**src/sv/banked_register_file_top_assert.svh**
```systemverilog
// Assertion macros for the banked register file.
// Used by banked_register_file_top; no other dependencies.
`ifndef BANKED_REGISTER_FILE_TOP_ASSERT_SVH
`define BANKED_REGISTER_FILE_TOP_ASSERT_SVH

// Same-cycle implication, disabled while reset is asserted.
`define BRF_ASSERT_IMPL(lbl, clk_s, rstn_s, ante, cons, msg) \
  lbl: assert property (@(posedge clk_s) disable iff (!rstn_s) (ante) |-> (cons)) \
    else $error(msg);

// Next-cycle implication, disabled while reset is asserted.
`define BRF_ASSERT_NEXT(lbl, clk_s, rstn_s, ante, cons, msg) \
  lbl: assert property (@(posedge clk_s) disable iff (!rstn_s) (ante) |=> (cons)) \
    else $error(msg);

`endif

```
**src/sv/brf_pkg.sv**
```systemverilog
// Shared types and constants of the banked register file.
// No dependencies; imported by the interfaces and all modules.
package brf_pkg;

  localparam int REG_W     = 32;
  localparam int IDX_W     = 4;
  localparam int MODE_W    = 3;
  localparam int OP_W      = 2;
  // Distinct physical registers: R0-R7, R15, two R8-R12 banks, six R13-R14 banks.
  localparam int PHYS_REGS = 31;
  localparam int ADDR_W    = $clog2(PHYS_REGS);

  typedef enum logic [OP_W-1:0] {
    OP_READ   = 2'd0,
    OP_WRITE  = 2'd1,
    OP_SWITCH = 2'd2
  } op_t;

  typedef enum logic [MODE_W-1:0] {
    MODE_USR = 3'd0,
    MODE_FIQ = 3'd1,
    MODE_IRQ = 3'd2,
    MODE_SVC = 3'd3,
    MODE_ABT = 3'd4,
    MODE_UND = 3'd5,
    MODE_SYS = 3'd6
  } mode_t;

  // Architectural register numbers with special meaning.
  localparam logic [IDX_W-1:0] IDX_FIRST_BANKED = 4'd8;
  localparam logic [IDX_W-1:0] IDX_SP           = 4'd13;
  localparam logic [IDX_W-1:0] IDX_PC           = 4'd15;

  // Physical addresses of the private banks. Addresses 0..15 hold the
  // unbanked registers and the user/system view of R8-R14.
  localparam logic [ADDR_W-1:0] PA_FIQ_HI = 5'd16;
  localparam logic [ADDR_W-1:0] PA_FIQ_SL = 5'd21;
  localparam logic [ADDR_W-1:0] PA_IRQ_SL = 5'd23;
  localparam logic [ADDR_W-1:0] PA_SVC_SL = 5'd25;
  localparam logic [ADDR_W-1:0] PA_ABT_SL = 5'd27;
  localparam logic [ADDR_W-1:0] PA_UND_SL = 5'd29;

  // Memory access request from the bank mapper.
  typedef struct packed {
    logic              rd;
    logic              wr;
    logic [ADDR_W-1:0] addr;
  } mem_req_t;

endpackage

```
**src/sv/brf_if.sv**
```systemverilog
// Valid/ready channel interfaces for the banked register file.
// Depends on brf_pkg for field widths.
interface brf_in_if;
  import brf_pkg::*;

  logic              valid;
  logic              ready;
  logic [OP_W-1:0]   operation;
  logic [IDX_W-1:0]  reg_index;
  logic [MODE_W-1:0] mode;
  logic [REG_W-1:0]  write_data;

  modport source (output valid, output operation, output reg_index, output mode,
                  output write_data, input ready);
  modport sink   (input valid, input operation, input reg_index, input mode,
                  input write_data, output ready);
endinterface

interface brf_out_if;
  import brf_pkg::*;

  logic              valid;
  logic              ready;
  logic [REG_W-1:0]  read_data;
  logic [MODE_W-1:0] current_mode_out;
  logic              is_usr;

  modport source (output valid, output read_data, output current_mode_out,
                  output is_usr, input ready);
  modport sink   (input valid, input read_data, input current_mode_out,
                  input is_usr, output ready);
endinterface

```
**src/sv/brf_bank_map.sv**
```systemverilog
// Maps an architectural register and viewing mode to a physical address.
// Depends on brf_pkg.
module brf_bank_map (
  input  logic                          accept,
  input  logic [brf_pkg::OP_W-1:0]      operation,
  input  logic [brf_pkg::IDX_W-1:0]     reg_index,
  input  logic [brf_pkg::MODE_W-1:0]    mode,
  input  logic [brf_pkg::MODE_W-1:0]    cur_mode,
  output brf_pkg::mem_req_t             req
);
  import brf_pkg::*;

  logic [MODE_W-1:0] eff_mode;
  logic [ADDR_W-1:0] sl_base;
  logic              sl_banked;
  logic              sl_off;

  // An undefined viewing mode stands for the current mode.
  assign eff_mode = (mode > MODE_SYS) ? cur_mode : mode;

  // R13 selects offset 0, R14 offset 1.
  assign sl_off = reg_index[1];

  // Private stack/link bank of the viewing mode; user and system share addresses 13-14.
  always_comb begin
    sl_base   = PA_FIQ_SL;
    sl_banked = 1'b1;
    unique case (mode_t'(eff_mode))
      MODE_FIQ: sl_base = PA_FIQ_SL;
      MODE_IRQ: sl_base = PA_IRQ_SL;
      MODE_SVC: sl_base = PA_SVC_SL;
      MODE_ABT: sl_base = PA_ABT_SL;
      MODE_UND: sl_base = PA_UND_SL;
      default:  sl_banked = 1'b0;
    endcase
  end

  // Address selection by register group, and the access strobes.
  always_comb begin
    req.rd   = accept && (operation == OP_READ);
    req.wr   = accept && (operation == OP_WRITE);
    req.addr = ADDR_W'(reg_index);
    if (reg_index >= IDX_FIRST_BANKED && reg_index < IDX_SP) begin
      if (eff_mode == MODE_FIQ) begin
        req.addr = PA_FIQ_HI + ADDR_W'(reg_index[2:0]);
      end
    end else if (reg_index >= IDX_SP && reg_index != IDX_PC) begin
      if (sl_banked) begin
        req.addr = sl_base + ADDR_W'(sl_off);
      end
    end
  end

endmodule

```
**src/sv/brf_regmem.sv**
```systemverilog
// Physical register memory with a registered read port.
// Depends on brf_pkg; valid bits make unwritten entries read as zero.
module brf_regmem (
  input  logic                       clk,
  input  logic                       rst_n,
  input  brf_pkg::mem_req_t          req,
  input  logic [brf_pkg::REG_W-1:0]  wr_data,
  output logic [brf_pkg::REG_W-1:0]  rd_data
);
  import brf_pkg::*;

  logic [REG_W-1:0]     mem [PHYS_REGS];
  logic [PHYS_REGS-1:0] valid_r;
  logic [REG_W-1:0]     rd_q_r;
  logic                 rd_vld_r;

  // Write port.
  always_ff @(posedge clk) begin
    if (req.wr) begin
      mem[req.addr] <= wr_data;
    end
  end

  // Per-entry valid bits stand in for the all-zero reset contents.
  always_ff @(posedge clk) begin
    if (!rst_n) begin
      valid_r <= '0;
    end else if (req.wr) begin
      valid_r[req.addr] <= 1'b1;
    end
  end

  // Registered read port; the data holds until the next read.
  always_ff @(posedge clk) begin
    if (req.rd) begin
      rd_q_r   <= mem[req.addr];
      rd_vld_r <= valid_r[req.addr];
    end
  end

  assign rd_data = rd_vld_r ? rd_q_r : '0;

endmodule

```
**src/sv/banked_register_file_top.sv**
```systemverilog
// Channel     | Dir | Beat payload
// ------------+-----+------------------------------------------------
// in_ch       | in  | operation, reg_index, mode, write_data
// out_ch      | out | read_data, current_mode_out, is_usr
//
// One item per cycle while out_ch is ready; each result appears in the cycle
// after its beat is accepted, set by the registered read port of the register memory.
// Reset is synchronous and active low: system mode, all registers zero via
// per-entry valid bits, so no clearing pass is needed.
// A stalled result holds the output stage; a new beat is taken in the same
// cycle the waiting result is taken.
// Depends on brf_pkg, brf_if, brf_bank_map, brf_regmem and the assertion header.
module banked_register_file_top (
  input  logic      clk,
  input  logic      rst_n,
  brf_in_if.sink    in_ch,
  brf_out_if.source out_ch
);
  import brf_pkg::*;

  logic              acc;
  logic [MODE_W-1:0] cur_mode_r;
  logic [MODE_W-1:0] cur_mode_nxt;
  logic              out_valid_r;
  logic              out_read_r;
  logic [MODE_W-1:0] out_mode_r;
  logic              out_user_r;
  logic [REG_W-1:0]  mem_rd_data;
  mem_req_t          req;

  // Accept when the output stage is empty or drains this cycle.
  assign in_ch.ready = !out_valid_r || out_ch.ready;
  assign acc         = in_ch.valid && in_ch.ready;

  brf_bank_map u_map (
    .accept    (acc),
    .operation (in_ch.operation),
    .reg_index (in_ch.reg_index),
    .mode      (in_ch.mode),
    .cur_mode  (cur_mode_r),
    .req       (req)
  );

  brf_regmem u_mem (
    .clk     (clk),
    .rst_n   (rst_n),
    .req     (req),
    .wr_data (in_ch.write_data),
    .rd_data (mem_rd_data)
  );

  // A mode switch retargets the bank map and the reported mode; an undefined mode is ignored.
  always_comb begin
    cur_mode_nxt = cur_mode_r;
    if (acc && in_ch.operation == OP_SWITCH && in_ch.mode <= MODE_SYS) begin
      cur_mode_nxt = in_ch.mode;
    end
  end

  always_ff @(posedge clk) begin
    if (!rst_n) begin
      cur_mode_r <= MODE_SYS;
    end else begin
      cur_mode_r <= cur_mode_nxt;
    end
  end

  // Output stage control.
  always_ff @(posedge clk) begin
    if (!rst_n) begin
      out_valid_r <= 1'b0;
    end else if (acc) begin
      out_valid_r <= 1'b1;
    end else if (out_ch.ready) begin
      out_valid_r <= 1'b0;
    end
  end

  // Output stage payload.
  always_ff @(posedge clk) begin
    if (acc) begin
      out_read_r <= (in_ch.operation == OP_READ);
      out_mode_r <= cur_mode_nxt;
      out_user_r <= (cur_mode_nxt == MODE_USR);
    end
  end

  assign out_ch.valid            = out_valid_r;
  assign out_ch.read_data        = out_read_r ? mem_rd_data : '0;
  assign out_ch.current_mode_out = out_mode_r;
  assign out_ch.is_usr           = out_user_r;

`include "banked_register_file_top_assert.svh"

  `BRF_ASSERT_IMPL(a_addr_legal, clk, rst_n, (req.rd || req.wr), (req.addr < ADDR_W'(PHYS_REGS)), "register access maps outside the physical register memory")
  `BRF_ASSERT_NEXT(a_switch_mode, clk, rst_n, (acc && in_ch.operation == OP_SWITCH && in_ch.mode <= MODE_SYS), (cur_mode_r == $past(in_ch.mode)), "mode switch did not take effect")
  `BRF_ASSERT_NEXT(a_result_follows, clk, rst_n, acc, out_valid_r, "accepted beat produced no result")
  `BRF_ASSERT_IMPL(a_mode_coherent, clk, rst_n, out_valid_r, (out_mode_r == cur_mode_r), "pending result disagrees with current mode")

endmodule
```
**src/flat_wrapper.sv**
```systemverilog
// flat-port wrapper written by rule: the top's interface ports become plain ports
module banked_register_file_top_flat import brf_pkg::*;
  (clk, rst_n, in_ch_valid, in_ch_operation, in_ch_reg_index, in_ch_mode, in_ch_write_data, in_ch_ready, out_ch_valid, out_ch_read_data, out_ch_current_mode_out, out_ch_is_usr, out_ch_ready);
  brf_in_if in_ch_i ();
  brf_out_if out_ch_i ();
  input  logic clk;
  input  logic rst_n;
  input wire logic [$bits(in_ch_i.valid)-1:0] in_ch_valid;
  input wire logic [$bits(in_ch_i.operation)-1:0] in_ch_operation;
  input wire logic [$bits(in_ch_i.reg_index)-1:0] in_ch_reg_index;
  input wire logic [$bits(in_ch_i.mode)-1:0] in_ch_mode;
  input wire logic [$bits(in_ch_i.write_data)-1:0] in_ch_write_data;
  output wire logic [$bits(in_ch_i.ready)-1:0] in_ch_ready;
  output wire logic [$bits(out_ch_i.valid)-1:0] out_ch_valid;
  output wire logic [$bits(out_ch_i.read_data)-1:0] out_ch_read_data;
  output wire logic [$bits(out_ch_i.current_mode_out)-1:0] out_ch_current_mode_out;
  output wire logic [$bits(out_ch_i.is_usr)-1:0] out_ch_is_usr;
  input wire logic [$bits(out_ch_i.ready)-1:0] out_ch_ready;
  assign in_ch_i.valid = in_ch_valid;
  assign in_ch_i.operation = in_ch_operation;
  assign in_ch_i.reg_index = in_ch_reg_index;
  assign in_ch_i.mode = in_ch_mode;
  assign in_ch_i.write_data = in_ch_write_data;
  assign in_ch_ready = in_ch_i.ready;
  assign out_ch_valid = out_ch_i.valid;
  assign out_ch_read_data = out_ch_i.read_data;
  assign out_ch_current_mode_out = out_ch_i.current_mode_out;
  assign out_ch_is_usr = out_ch_i.is_usr;
  assign out_ch_i.ready = out_ch_ready;
  banked_register_file_top u_core (.clk(clk), .rst_n(rst_n), .in_ch(in_ch_i), .out_ch(out_ch_i));
endmodule
```
**config.mk**
```make
export PLATFORM = sky130hd
export DESIGN_NAME = banked_register_file_top_flat
export DESIGN_NICKNAME = d
export VERILOG_FILES = /design/src/sv/brf_pkg.sv /design/src/sv/brf_if.sv /design/src/sv/brf_bank_map.sv /design/src/sv/brf_regmem.sv /design/src/sv/banked_register_file_top.sv /design/src/flat_wrapper.sv
export VERILOG_INCLUDE_DIRS = /design/src /design/src/sv
export SDC_FILE = /design/constraint.sdc
export NUM_CORES = 1
export LEC_CHECK = 0
export ABC_AREA = 1
export BUFFER_PORTS_ARGS = -buffer_cell sky130_fd_sc_hd__buf_4
export CAP_MARGIN = 20
export CORE_MARGIN = 5
export CORE_UTILIZATION = 45
export DETAILED_ROUTE_END_ITERATION = 7
export MAX_ROUTING_LAYER = met4
export SYNTH_ARGS = -nofsm -noshare
export SYNTH_HDL_FRONTEND = slang
export SYNTH_SLANG_ARGS = --single-unit
export TNS_END_PERCENT = 30
```
**constraint.sdc**
```tcl
create_clock -name clk -period 9 [get_ports clk]
set_input_delay 1.8 -clock clk [delete_from_list [all_inputs] [get_ports clk]]
set_output_delay 1.8 -clock clk [all_outputs]
set_load 0.005 [all_outputs]
```
==> Yosys cells after proc, flatten, opt, wreduce, memory -nomap -nowiden <==
Memories as Yosys holds them, arrays and structs flattened. A register that Yosys moved wholly into a read port is not among the register bits.
Index checks and enable logic that the tools add are counted.
{ "word_totals": {"ramBits": 992, "in_bits": 45, "regBits": 41, "memories": 1, "output_inout_bits": 38, "word_cells": 58} }
{ "classes": {"n_reduce_logical": 14, "n_eq_ne": 8, "add_sub_neg": 2, "n_lt_le_gt_ge": 7, "n_mux": 18, "n_bitwise": 1} }
{ "memory_table": {"columns": ["name", "depth", "word_bits", "read_ports", "rd_clocked_by_memory_dff", "wr", "line", "source"], "rows": [
  ["u_core.u_mem.mem", 31, 32, 1, 1, 1, "brf_regmem.sv:12", "logic [REG_W-1:0] mem [PHYS_REGS];"]
]} }
{ "op_table": {"columns": ["op", "n"], "rows": [
  ["$mux W32", 2],
  ["$or A31 B31 Y31", 1],
  ["$mux W5", 4],
  ["$pmux W4 S4", 1],
  ["$ge A4 B4 Y1 const B", 2],
  ["$logic_and A1 B1 Y1", 8],
  ["$mux W1", 7],
  ["$eq A3 B2 Y1 const B", 2],
  ["$eq A3 B3 Y1 const B", 2],
  ["$lt A5 B6 Y1 const B", 1],
  ["$mux W3", 2],
  ["$add A5 B1 Y5", 1],
  ["$add A5 B3 Y5 const A", 1],
  ["$bmux W1 S5", 1],
  ["$demux W1 S5", 1],
  ["$ge A5 B1 Y1 const B", 1],
  ["$reduce_or A5 Y1", 1],
  ["$lt A4 B4 Y1 const B", 1],
  ["$ne A4 B4 Y1 const B", 1],
  ["$eq A3 B1 Y1 const B", 1],
  ["$gt A3 B3 Y1 const B", 1],
  ["$le A3 B3 Y1 const B", 1],
  ["$logic_not A3 Y1", 1],
  ["$eq A2 B1 Y1 const B", 1],
  ["other kinds (5)", 5]
]} }

==> Longest topological paths before layout <==
{ "logic_depth": {"depth_word": 13, "mapped_depth": 19, "ltp_nobuf": 17} }

==> Cells and area by module <==
From an unflattened synthesis, not the netlist that was laid out.
{ "hier_totals": {"cells_unflattened": 4317, "hier_area_um2": 44620.3} }
{ "modules_own_cells": {"columns": ["mod", "seq_area_each_um2", "cells_each", "instances", "area_per_inst_um2"], "rows": [
  ["brf_regmem", 31400.1, 4157, 1, 43693.2],
  ["banked_register_file_top", 230.2, 104, 1, 635.6],
  ["brf_bank_map", 0.0, 56, 1, 291.5]
]} }

==> Worst setup path before layout <==
Ideal clock, no wire load.
{ "synth_path": {"kind": "input port to flip-flop", "start": "input out_ch_ready", "end": "register u_core.u_mem.rd_q_r[0] (read register of u_core.u_mem.mem), enable pin", "setup_slack_ns": 4.240, "path_stages": 4, "arrival_time_ns": 4.296, "required_time_ns": 8.535, "n_path_buf": 0, "cell_sequence": "inv_1 -> nand2_1 -> nand2_1 -> nor3_1"} }
{ "synth_rtl": {"columns": ["element", "line", "source"], "rows": [
  ["from (decl)", "flat_wrapper.sv:18", "input wire logic [$bits(out_ch_i.ready)-1:0] out_ch_ready;"],
  ["to (decl)", "brf_regmem.sv:14", "logic [REG_W-1:0] rd_q_r;"]
]} }

==> Worst setup path after layout <==
{ "layout_path": {"start": "input in_ch_reg_index[0]", "end": "memory u_core.u_mem.mem[22][16], enable pin"} }
{ "layout_via": {"elab_chain_len": 4} }
{ "layout_lines": {"columns": ["element", "line", "source"], "rows": [
  ["from (decl)", "flat_wrapper.sv:10", "input wire logic [$bits(in_ch_i.reg_index)-1:0] in_ch_reg_index;"],
  ["$ge A4 B4 Y1 or $ne A4 B4 Y1 (tied branches)", "brf_bank_map.sv:47", "end else if (reg_index >= IDX_SP && reg_index != IDX_PC) begin"],
  ["$logic_and A1 B1 Y1", "brf_bank_map.sv:47", null],
  ["$mux W5", "brf_bank_map.sv:47", null],
  ["$mux W5 (*)", "brf_bank_map.sv:43", "if (reg_index >= IDX_FIRST_BANKED && reg_index < IDX_SP) begin"],
  ["to (decl)", "brf_regmem.sv:12", null]
]} }
Every way passes the cells marked *; elsewhere a longest branch is shown, timed or not.

==> key figures <==
Outcome
  – Status: finished, final reports clean

Cells and area
  – Commonest non-fill, non-tap cell in the layout: nand2_1
  – Most frequent cells in the layout: 2570 x nand2_1, 1030 x edfxtp_1, 172 x nand3_1
  – Synth-to-Final Area Change: 12.1%
  – Layout cells sized above 1: 0.0789
  – Filler instances: 8677
  – FF+latch area: 31600 sq um
  – Nets: 4400
  – Multi-input logic area: 11500 sq um

Synthesis
  – Cell area after synthesis: 44400 sq um
  – Distinct cells, synth: 28
  – Mapped Cells: 4333
  – Syn Nets: 4379
  – Sequential-to-total area share from yosys stat: 0.713
  – Mean Syn Cell Area: 10.2 sq um
  – Number of synthesized register bits: 1065
  – Yosys warns: 0

Clock network
  – CTS hold repair buffers: 0
  – # Post-CTS Setup Buffers: 0
  – Clock Tree Buf Depth: 3
  – Cts bufs inserted: 107
  – Clk sinks: 1065
  – Worst-skew pair later-pin latency: 680 ps
  – CTS tree: done
  – Root buffer cell: clkbuf_16
  – CTS resizes: 0
  – Reg clk slew, reported paths: 60 ps
  – # H-tree levels: 3

Worst setup path
  – WP data required: 9280 ps
  – CP Class: in2reg
  – Setup slack, reg-to-reg: 4280 ps
  – Critical path capture point type: flop
  – Critical-path maximum fanout: 102
  – Worst flop-to-flop path startpoint: u_core.cur_mode_r[1]$_SDFF_PN1_
  – Crit start category: input port
  – RR Endpoint: u_core.u_mem.mem[22][16]$_DFFE_PP_
  – Crit path DAT: 6480 ps
  – Reg2reg path depth: 11

Power and ir drop
  – Switching Power: 2.40 mW
  – Clock power frac: 0.421
  – Part of the power in registers: 0.519
  – P_leak: 20.7 nW
  – Pwr Density: 212 nW/um^2
  – Maximum vdd drop: 0.000146 V
  – Int Power: 8.16 mW
  – Switch share: 0.227
  – Comb pwr share: 0.060

Timing
  – Final count of hold timing violations: 0
  – Slew headroom: 0.255
  – Tcrit/Tclk final: 0.690
  – Setup_tns: 0 ps
  – Worst Max-Slew Pin Slew: 1120 ps
  – Final WS setup: 2790 ps
  – Final count of pins violating max slew: 0
  – Clock Skews: 21.9 ps
  – Peak Freq: 161 MHz
  – Fin Hold WS: 455 ps
  – Final number of setup-violating endpoints: 0
  – Final worst path period need: 6210 ps
  – RSZ-0062 raised after global routing: false

Die
  – Core area: 98100 sq um
  – Overall die height: 324 um
  – Die X: 324 um
  – Initial Util: 0.452
  – Row Count: 115
  – Die ar.: 105000 sq um
  – Num ports: 83

Global route
  – First-pass GRT wire length: 182 mm
  – Vias in the first global route: 28300
  – Met2 Track Usage GR: 0.375
  – Initial antenna violation count: 9
  – Gr ovfl total: 0
  – GR Layer Usage met1: 0.328
  – Largest net degree at the start of global routing: 161
  – GRT Resource Usage Total: 0.242
  – Global route hottest layer: met2
  – Met3 Resource Use GR: 0.0437

Worst hold path
  – Hold/Removal Path Class: reg2reg
  – Worst hold path startpoint: u_core.u_mem.valid_r[4]$_SDFFE_PN0P_
  – Worst hold stages: 2
  – Worst Hold Endpoint: u_core.u_mem.valid_r[4]$_SDFFE_PN0P_

Route
  – TritonRoute pass-1 iters: 6
  – Total Routed Length: 124 mm
  – Post-route ant nets: 0
  – Routed vias: 29900
  – # DRC: 0
  – Vias per cell: 5.20
  – Drt wl/cell: 21.6 um
  – DRT iter0 DRCs: 3029

Placement
  – Dpl ws: 2100 ps
  – DP Wirelength: 66.2 mm
  – RePlAce Congestion: 0.838
  – IO buf count: 82

Job
  – Max Cap Violations: 0
-- state kept, by name (all words and copies together) (netlist names) --
register and cells:
u_core.out_read_r 1, u_core.cur_mode_r 3, u_core.out_ch.valid 1, u_core.out_ch.current_mode_out 3, u_core.u_mem.mem 992, u_core.out_ch.is_usr 1
u_core.u_mem.rd_vld_r 1, u_core.u_mem.valid_r 31, u_core.u_mem.rd_q_r 32
-- layout make-up --
class | instances | area share
Antenna cell | 5 | 0.000251
Clock buffer | 128 | 0.0575
Clock inverter | 73 | 0.0128
Inverter | 104 | 0.00800
Multi-Input combinational cell | 2949 | 0.232
Sequential cell | 1065 | 0.636
Tap cell | 1287 | 0.0324
Timing Repair Buffer | 127 | 0.0216
-- Yosys cell counts, drive strengths merged --
cell type,number,share of area
o21ai,20,0.0023
a31oi,1,0.00028
clkbuf,146,0.012
or2,2,0.00028
buf,69,0.0081
nand3,174,0.020
nand3b,1,0.00017
nand4,4,0.00056
nor2,134,0.012
clkinv,1,0.000084
nand2,2576,0.22
inv,103,0.0087
a21oi,26,0.0029
nor3,9,0.0017
edfxtp,1030,0.70
ha,1,0.00028
o2111ai,1,0.00020
dfxtp,35,0.016
-- critical path, stage by stage --
cell and delay (ps):
buf_8 420, inv_8 380, a21oi_1 310, nand2_1 120, inv_2 130, nand2_1 120
nand2_2 780, nand2_4 730, nor3_4 520, nand2_1 140, inv_2 850
-- worst max-delay path by stage --
stage	start	endpoint	slack, ps	cells past startpoint
floorplan	out_ch_ready	u_core.u_mem.rd_q_r[0]$_DFFE_PP_	4240	4
global placement	in_ch_reg_index[0]	u_core.u_mem.mem[18][4]$_DFFE_PP_	2180	11
detailed placement	in_ch_reg_index[0]	u_core.u_mem.mem[19][4]$_DFFE_PP_	2100	11
CTS	in_ch_reg_index[0]	u_core.u_mem.mem[19][18]$_DFFE_PP_	2820	11
global route	in_ch_reg_index[0]	u_core.u_mem.mem[22][12]$_DFFE_PP_	2460	11
finish	in_ch_reg_index[0]	u_core.u_mem.mem[22][16]$_DFFE_PP_	2790	11
-- logic make-up (layout without fill, tap and decap cells) --
kind of cell	after synthesis	after routing	share of synthesized area
simple gates	2900	2900	0.252
flops	1065	1065	0.713
buf+inv	319	432	0.0293
compound gates	48	48	0.00567
fa+ha+maj	1	1	0.000282
other cells	0	5	0
-- metrics by stage --
| step | std cells | cell area, sq um | total power [mW] | utilization |
|---|---|---|---|---|
| floorplan | 4333 | 44400 | 5.94 | - |
| global placement | 5525 | 46100 | 6.21 | 0.470 |
| detailed placement | 5527 | 46200 | 6.21 | 0.470 |
| CTS | 5728 | 49600 | 10.6 | 0.506 |
| global route | 5738 | 49800 | 10.9 | 0.507 |
| finish | 5738 | 49800 | 10.6 | 0.507 |
-- power by group through the flow --
stage	clock network, mW	registers (mW)	logic (mW)
floorplan	0	5.57	0.369
global placement	0	5.58	0.630
detailed placement	0	5.58	0.635
CTS	4.50	5.47	0.637
global route	4.71	5.47	0.710
finish	4.44	5.47	0.637
-- layer usage --
| metal | vias up | routed length, um |
|---|---|---|
| met2 | 1190 | 57300 |
| met4 | 0 | 3710 |
| li1 | 14200 | - |
| met5 | - | 0 |
| met1 | 14300 | 52000 |
| met3 | 211 | 10700 |
Note: power is estimated with default switching activity, not from simulation.
